`src/hw/rtl/ucd_pkg.sv`:
```
`default_nettype none
// ----------------------------------------------------------------------------
// ucd_pkg
// Shared types and constants of the undirected cycle detector.
// ----------------------------------------------------------------------------
package ucd_pkg;

	localparam int MaxVertices = 64;
	localparam int VertexW     = 6;
	localparam int CountW      = 7;
	localparam logic [CountW-1:0] CountReset = 7'd64;

	typedef struct packed {
		logic [VertexW-1:0] end_a;
		logic [VertexW-1:0] end_b;
		logic               last_edge;
	} edge_item_t;

	typedef struct packed {
		logic has_cycle;
		logic bad_edge;
	} result_item_t;

	// controller -> datapath
	typedef struct packed {
		logic accept;      // latch incoming edge
		logic rd_in_a;     // read row of incoming end_a
		logic ins_a;       // write row a, read row b
		logic ins_b;       // write row b
		logic root_start;  // begin a walk at the root
		logic root_next;   // advance root
		logic exam;        // examine current row
		logic pop_load;    // reload top after a pop
		logic clr;         // clear one matrix row
		logic done;        // emit result
	} cmd_t;

	// datapath -> controller
	typedef struct packed {
		logic in_ok;
		logic last;
		logic root_done;
		logic root_vis;
		logic found;
		logic cycle;
		logic depth_one;
		logic clr_last;
	} sts_t;

endpackage
`default_nettype wire

```
`src/hw/rtl/ucd_ctrl.sv`:
```
`default_nettype none
// ----------------------------------------------------------------------------
// ucd_ctrl
// Controller: edge insertion, root scan, depth-first walk, matrix clear.
// ----------------------------------------------------------------------------
module ucd_ctrl (
	input  wire            clk,
	input  wire            arst_n,
	input  wire            start,
	input  wire            last_edge,
	input  wire ucd_pkg::sts_t st,
	output ucd_pkg::cmd_t  cmd,
	output logic           busy
);

	localparam logic [2:0] S_CLR  = 3'd0;
	localparam logic [2:0] S_IDLE = 3'd1;
	localparam logic [2:0] S_INSA = 3'd2;
	localparam logic [2:0] S_INSB = 3'd3;
	localparam logic [2:0] S_ROOT = 3'd4;
	localparam logic [2:0] S_EXAM = 3'd5;
	localparam logic [2:0] S_POP  = 3'd6;
	localparam logic [2:0] S_DONE = 3'd7;

	logic [2:0] state_q, state_d;

	always_comb begin
		state_d = state_q;
		cmd     = '0;
		case (state_q)
			S_CLR: begin
				cmd.clr = 1'b1;
				if (st.clr_last) state_d = S_IDLE;
			end
			S_IDLE: begin
				if (start) begin
					cmd.accept = 1'b1;
					if (st.in_ok) begin
						cmd.rd_in_a = 1'b1;
						state_d = S_INSA;
					end else if (last_edge) begin
						state_d = S_ROOT;
					end
				end
			end
			S_INSA: begin
				cmd.ins_a = 1'b1;
				state_d = S_INSB;
			end
			S_INSB: begin
				cmd.ins_b = 1'b1;
				state_d = st.last ? S_ROOT : S_IDLE;
			end
			S_ROOT: begin
				if (st.root_done) state_d = S_DONE;
				else if (!st.root_vis) begin
					cmd.root_start = 1'b1;
					state_d = S_EXAM;
				end else cmd.root_next = 1'b1;
			end
			S_EXAM: begin
				cmd.exam = 1'b1;
				if (st.cycle) state_d = S_DONE;
				else if (st.found) state_d = S_EXAM;
				else if (st.depth_one) begin
					cmd.root_next = 1'b1;
					state_d = S_ROOT;
				end else state_d = S_POP;
			end
			S_POP: begin
				cmd.pop_load = 1'b1;
				state_d = S_EXAM;
			end
			S_DONE: begin
				cmd.done = 1'b1;
				state_d = S_CLR;
			end
			default: state_d = S_CLR;
		endcase
	end

	always_ff @(posedge clk or negedge arst_n) begin
		if (!arst_n) state_q <= S_CLR;
		else state_q <= state_d;
	end

	assign busy = state_q != S_IDLE;

endmodule
`default_nettype wire

```
`config.mk`:
```
export PLATFORM = sky130hd
export DESIGN_NAME = ucd_ctrl
export DESIGN_NICKNAME = d
export VERILOG_FILES = /design/src/hw/rtl/ucd_pkg.sv /design/src/hw/rtl/ucd_ctrl.sv
export SDC_FILE = /design/constraint.sdc
export NUM_CORES = 1
export LEC_CHECK = 0
export ABC_CLOCK_PERIOD_IN_PS = 2900
export BUFFER_PORTS_ARGS = -buffer_cell sky130_fd_sc_hd__buf_2
export CAP_MARGIN = 40
export CORE_AREA = 2 2 39 41
export CTS_BUF_LIST = sky130_fd_sc_hd__clkbuf_4 sky130_fd_sc_hd__clkbuf_8
export DETAILED_ROUTE_END_ITERATION = 10
export DIE_AREA = 0 0 41 43
export GPL_TIMING_DRIVEN = 0
export PLACE_DENSITY_LB_ADDON = 0.15
export SKIP_CTS_REPAIR_TIMING = 1
export SYNTH_ARGS = -nofsm -noshare
export SYNTH_HDL_FRONTEND = slang
export SYNTH_SLANG_ARGS = --single-unit
```
`constraint.sdc`:
```
create_clock -name clk -period 2.9 [get_ports clk]
set_clock_uncertainty 0.05 [all_clocks]
set_input_delay 0.435 -clock clk [delete_from_list [all_inputs] [get_ports clk]]
set_output_delay 0.435 -clock clk [all_outputs]
set_load 0.1 [all_outputs]
```
==> summary.md, run 1 <==
| Metric | Value |
|---|---|
| Area Growth Syn to Fin | 53.7% |
| Min-delay src | st[6] |
| Core area | around 1400 sq um |
| Setup TNS | 0 ns |
| Critical path origin | state_q[1] |
| Reg2reg start | state_q[2] |
| Max Root-Sink Buffers | 2 |
| WP data required | ~2.4 ns |
| Number of remaining DRC errors | 0 |
| Row Count | 14 |
| Crit path capture type | output port |
| Routed wire length | between 900 and 1000 microns |
| Slew headroom | 0.678 |
| I/O Pins | 23 |
| Maxcap violations | 0 |
| Vias per Instance | ~4.5 |
| Net Count, Synth | about 60 |
| Largest net degree at the start of global routing | 11 |
| Achievable Freq | about 460 MHz |
| Tcrit/Tclk final | 0.751 |
| Synth Area per Inst | 7.59 sq um |
| Yosys warnings | 0 |
| Critical Path Start Type | register |
| WHS | 0.446 ns |
| Final Max Tran Viols | 0 |
| Ant diodes | 0 |
| Post-synthesis cell type count | 24 |
| Antenna Violating Nets Remaining | 0 |
| Chip height | around 43 microns |
| Max reg flops | 3 |
| Final core utilization | 0.396 |
| Total track usage | 0.118 |
| Clk pin slew, worst setup/hold paths | around 0.04 ns |
| RSZ-0062 raised after global routing | no |
| Final nets | between 80 and 90 |
| WP buf/inv | 2 |
| CTS tree | yes |
| Port-buffer cells | 22 |
| DR WL/cell | slightly above 10 microns |
| Worst-path cell chain | buf_6 > nand2b_4 > nor2_1 > and3_1 > buf_2 |
| 1st-pass router iterations | 1 |
| Gpl congestion | 0.743 |
| Synthesized area | about 360 sq um |
| Slew of the pin with the lowest slew margin | 0.487 ns |
| DP Wirelength | ~700 microns |
| Crit path max fanout | 10 |
| WP data arrival | approximately 1.7 ns |
| Tmin final | approximately 2.2 ns |
| Layout cells sized above 1 | 0.541 |
| Sequential element share of the synthesized area | 0.211 |
| Seq cells post-synth | 3 |
| Worst path max stage delay | ~0.42 ns |
| DR iter-0 viols | 0 |
| Top Registers | state_q x3 |
| Root Buffer Master | clkbuf_4 |
| Vias in the first global route | approximately 370 |
| Synth Instances | 47 |
| Gr ovfl total | 0 |
| Hold Path Class | input port to register |
| Area of the die | about 1800 sq um |
| Setup Viol. Count Final | 0 |
| Die extent in x | just over 40 microns |
| Fin. Hold Viols | 0 |
| Status | finished, final reports clean |
| First-pass GRT wire length | 1450 microns |
| Max H-tree Level | 1 |
| DR vias | just over 400 |
| Biggest register | state_q |
| Setup CP Type | register to output port |
| TritonCTS Buffers | 3 |
| Delay-heaviest family, CP | simple AND/OR/NAND/NOR gates |
| Clock latency on the worst-skew pair | 0.24 ns |
| Critical path's slowest cell | buf_2 |
| Starting Density | 0.258 |
| Initial antenna violation count | 0 |
| Clock tree sinks | 3 |
## Yosys cell counts (all sizes together)
cell	instances	share of area
and3	1	0.018
nor3	2	0.028
a21oi	5	0.081
o21ai	4	0.067
a211oi	1	0.035
or2	1	0.025
o32a	1	0.028
a31oi	1	0.018
or2b	1	0.025
a2bb2oi	1	0.025
nand2	3	0.032
nor2	11	0.12
buf	1	0.032
clkinv	1	0.011
inv	1	0.011
nand2b	1	0.039
nor4	1	0.018
clkbuf	2	0.077
nor3b	3	0.063
dfrtp	3	0.21
and2	1	0.018
and3b	1	0.028
## cell usage in the layout (no fill, tap or decap)
| cell | count |
|---|---|
| buf_2 | 22 |
| nor2_1 | 11 |
| a21oi_1 | 4 |
| clkbuf_4 | 4 |
| nand2_1 | 3 |
| o21ai_0 | 3 |
| dfrtp_1 | 3 |
| clkbuf_8 | 2 |
| nor3b_2 | 2 |
| clkinv_1 | 1 |
| buf_6 | 1 |
| nand2b_4 | 1 |
| inv_1 | 1 |
| and3_1 | 1 |
| or2b_2 | 1 |
| a31oi_1 | 1 |
| nor3_2 | 1 |
| and2_1 | 1 |
| or2_4 | 1 |
| nor4_2 | 1 |
| o21ai_2 | 1 |
| a21oi_2 | 1 |
| nor3b_1 | 1 |
| a2bb2oi_1 | 1 |
| nor3_1 | 1 |
| and3b_2 | 1 |
| o32a_1 | 1 |
| a211oi_2 | 1 |
| dlygate4sd3_1 | 1 |
## worst min-delay path: cells and delay by family
kind	cells	cell delay, ns
AO/OA/AOI/OAI	2	0.17
buffers and inverters	1	0.09
## per-layer routing
| metal | vias to the layer above | wire length, microns | GRT usage |
|---|---|---|---|
| met5 | - | 0 | 0 |
| met4 | 0 | 0 | 0.0200 |
| met3 | 0 | 68 | 0.0471 |
| met2 | 15 | 389 | 0.159 |
| met1 | 172 | 454 | 0.175 |
| li1 | 219 | - | - |
## through the flow
stage / setup WS, ns / area (sq um) / instances
after global routing: 0.592 / 548 / 90
after detailed placement: 0.883 / 508 / 85
after floorplan: 0.0339 / 378 / 47
after CTS: 0.711 / 538 / 89
after global placement: 0.875 / 508 / 85
final: 0.721 / 548 / 90
## layout make-up
cell class	count	area, sq um
clock buffers	4	30.0
fillers	144	836
well taps	16	20.0
plain buffers	3	38.8
inverters	2	7.51
flip-flops and latches	3	75.1
repair buffers	23	120
multi-input cells	39	256
## final timing paths
path | end | slack [ns] | cells after the start
max | cmd[8] | 0.72 | 5
min | state_q[2] | 0.45 | 3
max reg2reg | state_q[1] | 1.57 | 4
min reg2reg | state_q[0] | 0.57 | 2
max in group asynchronous | state_q[1] | 2.22 | 2
min in group asynchronous | state_q[2] | 0.47 | 2
## cell families after synthesis
group / Yosys count / share of synthesized area
compound gates: 13 / 0.253
buf+inv: 5 / 0.130
simple gates: 26 / 0.407
flops: 3 / 0.211
Power of run 1 is not shown: default switching activity piles up to over one toggle a cycle in this logic, so the estimate is an artifact.
==> inputs of run 2 (changes only) <==
- ABC_CLOCK_PERIOD_IN_PS: 2900 -> 2000
- clock period: 2.9 -> 2 ns (I/O delays scaled with it)
==> run 2 against run 1 <==
  * Register-to-register slack worse by 0.90 ns
  * Global-route usage fell by 0.91 points
  * First-iteration DRC count rose by 2
  * Critical path depth is the same
  * Count of clock-buffer cells in the layout did not move
  * Via count is 2.7% higher
  * Worst hold slack got worse by 0.13 ns
  * Highest routed layer is now met4
  * Flip-flop and latch count unchanged
  * Routed wire length down 4.7%
  * Die area unchanged
==> summary.md, run 2 (synthesis results as in run 1) <==
| Metric | Value |
|---|---|
| DR vias | 417 |
| Vias in the first global route | 361 |
| Biggest register | state_q |
| Hold Path Class | input port to register |
| Root Buffer Master | clkbuf_4 |
| Area of the die | 1760 sq um |
| Reg-to-Reg End | state_q[0] |
| Row Count | 14 |
| R2r setup slk | 0.67 ns |
| Area Growth Syn to Fin | 62.1% |
| Slew headroom | 0.678 |
| Number of remaining DRC errors | 0 |
| Most frequent cells in the layout | buf_2 (18), nor2_1 (9), clkbuf_4 (5) |
| Achievable Freq | 520 MHz |
| Routed wire length | a little under 900 microns |
| Total track usage | 0.109 |
| Crit path max fanout | 10 |
| Clock tree sinks | 3 |
| Critical Path Start Type | register |
| I/O Pins | 23 |
| Top Registers | state_q x3 |
| Slew of the pin with the lowest slew margin | roughly 0.49 ns |
| TritonCTS Buffers | 3 |
| Tcrit/Tclk final | 0.962 |
| Reg2reg start | state_q[0] |
| Setup CP Type | register to output port |
| Ant diodes | 0 |
| Worst hold endpoint | state_q[2] |
| WP data arrival | roughly 1.6 ns |
| RSZ-0062 raised after global routing | no |
| Largest net degree at the start of global routing | 11 |
| Port-buffer cells | 22 |
| Setup Viol. Count Final | 0 |
| R2R depth | 5 |
| DR WL/cell | just under 10 microns |
| Max H-tree Level | 1 |
| Tmin final | just under 2 ns |
| Final nets | just under 90 |
| First-pass GRT wire length | 1380 microns |
| CTS tree | yes |
| Layout cells sized above 1 | 0.568 |
| Min-delay src | st[6] |
| Initial antenna violation count | 0 |
| Most common cell after layout, fill and taps aside | buf_2 |
| Fin. Hold Viols | 0 |
| WP data required | about 1.7 ns |
| DR iter-0 viols | 2 |
| Vias per Instance | around 4.6 |
| Max Root-Sink Buffers | 2 |
| Final Max Tran Viols | 0 |
| Core area | around 1400 sq um |
| Max reg flops | 3 |
| Gpl congestion | a little over 0.7 |
| Fill cells | between 150 and 200 |
| Status | finished, final reports clean |
| DP Wirelength | 699 microns |
| Gr ovfl total | 0 |
| WHS | ~0.32 ns |
| Critical path origin | state_q[1] |
| Clock latency on the worst-skew pair | 0.23 ns |
| Maxcap violations | 0 |
| 1st-pass router iterations | 2 |
| Die extent in x | between 40 and 50 microns |
| Clk pin slew, worst setup/hold paths | ~0.040 ns |
| Starting Density | 0.258 |
| Crit path capture type | output port |
| Chip height | 43 microns |
| Worst hold stages | 3 |
| Antenna Violating Nets Remaining | 0 |
## run 2: routing by layer
| metal | track usage | wire (microns) |
|---|---|---|
| met1 | 0.146 | 400 |
| met2 | 0.169 | 395 |
| met3 | 0.0157 | 57 |
| met4 | 0.0400 | 13 |
| met5 | 0 | 0 |
## run 2: worst max-delay path, cell delays in order, from the launching register on
cell      delay (ns)
dfrtp_1         0.36
buf_6           0.14
nand2b_4        0.15
nor2_1          0.21
and3_1          0.20
buf_4           0.28
## run 2: how the worst max path moves through the flow
stage | slack, ns | to | cells past startpoint
after CTS | -0.07 | cmd[8] | 5
after detailed placement | 0.18 | cmd[8] | 5
after global routing | 0.005 | cmd[8] | 5
after floorplan | -0.26 | cmd[0] | 2
final | 0.08 | cmd[8] | 5
after global placement | 0.21 | cmd[8] | 5
## run 2: cell type report
type,instances,area [sq um],share of cell area
Buffer,3,38.8,0.0671
Clock buffer,4,30.0,0.0519
Inverter,2,7.51,0.0130
Multi-Input combinational cell,39,277,0.478
Sequential cell,3,75.1,0.130
Tap cell,16,20.0,0.0346
Timing Repair Buffer,23,130,0.225
## run 2: through the flow
| stage | utilization | area (sq um) | std cells | TNS (ns) | setup slack [ns] |
|---|---|---|---|---|---|
| floorplan | - | 398 | 47 | -1.08 | -0.265 |
| global placement | 0.382 | 528 | 85 | 0 | 0.208 |
| detailed placement | 0.382 | 528 | 85 | 0 | 0.182 |
| CTS | 0.403 | 558 | 89 | -0.122 | -0.0689 |
| global route | 0.418 | 578 | 90 | 0 | 0.00516 |
| finish | 0.418 | 578 | 90 | 0 | 0.0766 |
Power of run 2 is left out for the same reason.
==> inputs of run 3 (changes only) <==
- BUFFER_PORTS_ARGS: -buffer_cell sky130_fd_sc_hd__buf_2 -> not set
- DONT_BUFFER_PORTS: not set -> 1
- GPL_TIMING_DRIVEN: 0 -> not set
- PLACE_DENSITY_LB_ADDON: 0.15 -> not set
==> run 3 against run 2 <==
  * Die area stayed put
  * Register-to-register slack worse by 0.14 ns
  * Critical path depth shrank 1
  * Largest cell class unchanged
  * Highest routed layer unchanged
==> summary.md, run 3 (synthesis results as in run 1) <==
| Metric | Value |
|---|---|
| Status | finished, final reports clean |
| Tcrit/Tclk final | 0.933 |
| DR iter-0 viols | 5 |
| Fin. Hold Viols | 0 |
| Clock tree sinks | 3 |
| First-pass GRT wire length | 1330 microns |
| Largest net degree at the start of global routing | 11 |
| WP data required | 1.65 ns |
| Routed wire length | between 800 and 900 microns |
| Initial antenna violation count | 0 |
| Delay-heaviest family, CP | buffers and inverters |
| Root Buffer Master | clkbuf_4 |
| Slew headroom | 0.791 |
| Fill cells | about 120 |
| Layout cells sized above 1 | 0.548 |
| Port-buffer cells | 0 |
| Biggest register | state_q |
| Top Registers | state_q x3 |
| Row Count | 14 |
| Vias in the first global route | roughly 350 |
| Area Growth Syn to Fin | 75.4% |
| Area of the die | approximately 1800 sq um |
| DR WL/cell | 11.4 microns |
| Area of the multi-input gates | 297 sq um |
| Die extent in x | between 40 and 50 microns |
| Crit path capture type | output port |
| Gr ovfl total | 0 |
| Worst path max stage delay | 0.48 ns |
| Clock latency on the worst-skew pair | approximately 0.25 ns |
| DR vias | about 380 |
| Worst-path cell chain | clkinv_1 > buf_4 > nor3b_4 > buf_12 |
| Chip height | ~43 microns |
| FF/Latch Area | about 76 sq um |
| TritonCTS Buffers | 3 |
| Tmin final | 1.87 ns |
| Setup Viol. Count Final | 0 |
| 1st-pass router iterations | 3 |
| Pre-CTS setup slack | between 0.2 and 0.3 ns |
| Core area | around 1400 sq um |
| Critical Path Start Type | register |
| Most frequent cells in the layout | buf_12 (7), nor2_1 (6), buf_4 (6) |
| Slew of the pin with the lowest slew margin | 0.313 ns |
| DP Wirelength | 745 microns |
| CTS tree | yes |
| Achievable Freq | ~540 MHz |
| Most common cell after layout, fill and taps aside | buf_12 |
| Antenna Violating Nets Remaining | 0 |
| Critical path's slowest cell | dfrtp_1 |
| RSZ-0062 raised after global routing | no |
| Number of remaining DRC errors | 0 |
| Max reg flops | 3 |
| Max H-tree Level | 1 |
| Setup CP Type | register to output port |
| WP buf/inv | 3 |
| Final Max Tran Viols | 0 |
| I/O Pins | 23 |
| Fin worst setup slack | roughly 0.13 ns |
| Gpl congestion | between 0.7 and 0.8 |
| Vias per Instance | ~4.8 |
| WP data arrival | approximately 1.5 ns |
| Clk pin slew, worst setup/hold paths | ~0.040 ns |
| Hold Path Class | input port to register |
| Max Root-Sink Buffers | 2 |
| Starting Density | 0.258 |
| Crit path max fanout | 8 |
| Maxcap violations | 0 |
| Fin cells | between 70 and 80 |
| Ant diodes | 0 |
| # placed instances | 73 |
| Total track usage | 0.111 |
| Final nets | between 70 and 80 |
run 3: changes by cell type in the layout (fill, tap and decap cells not counted), sizes merged:
cell | previous run | this run
clkbuf | 7 | 4
buf | 22 | 13
run 3: area by class of cell:
class | instances | share of cell area
clock buffers | 4 | 0.0480
inverters | 2 | 0.0120
flip-flops and latches | 3 | 0.122
repair buffers | 14 | 0.312
well taps | 16 | 0.0320
multi-input cells | 39 | 0.474
run 3: metrics by stage:
step | hold WS, ns | cell area [sq um] | util | TNS (ns)
final | 0.176 | 626 | 0.452 | 0
after global routing | 0.208 | 626 | 0.452 | 0
after detailed placement | -0.0455 | 582 | 0.420 | 0
after global placement | -0.0455 | 582 | 0.420 | 0
after CTS | -0.307 | 612 | 0.442 | 0
after floorplan | -0.0456 | 398 | - | -1.08
run 3: per-layer routing:
metal,vias to the layer above,part of all wire,GRT usage
met2,17,0.48,0.163
met1,165,0.42,0.147
met3,2,0.073,0.00524
met4,0,0.026,0.0800
met5,-,0,0
li1,194,-,-
run 3: worst paths after layout:
kind / startpoint / to / slack, ns / cells past startpoint
setup reg to reg: state_q[2] / state_q[1] / 0.53 / 5
hold / removal: start / state_q[1] / 0.18 / 2
max in group asynchronous: arst_n / state_q[0] / 1.49 / 1
hold reg to reg: state_q[0] / state_q[0] / 0.60 / 1
setup / recovery: state_q[2] / cmd[2] / 0.13 / 4
min in group asynchronous: arst_n / state_q[1] / 0.25 / 1
run 3: worst reg2reg max path: cells and delay by family, from the launching register on:
family                 cells  cell delay (ns)
AND/OR/NAND/NOR            1             0.21
AO/OA/AOI/OAI              2             0.24
buffers and inverters      2             0.39
flip-flops                 1             0.48
Power of run 3 is left out for the same reason.
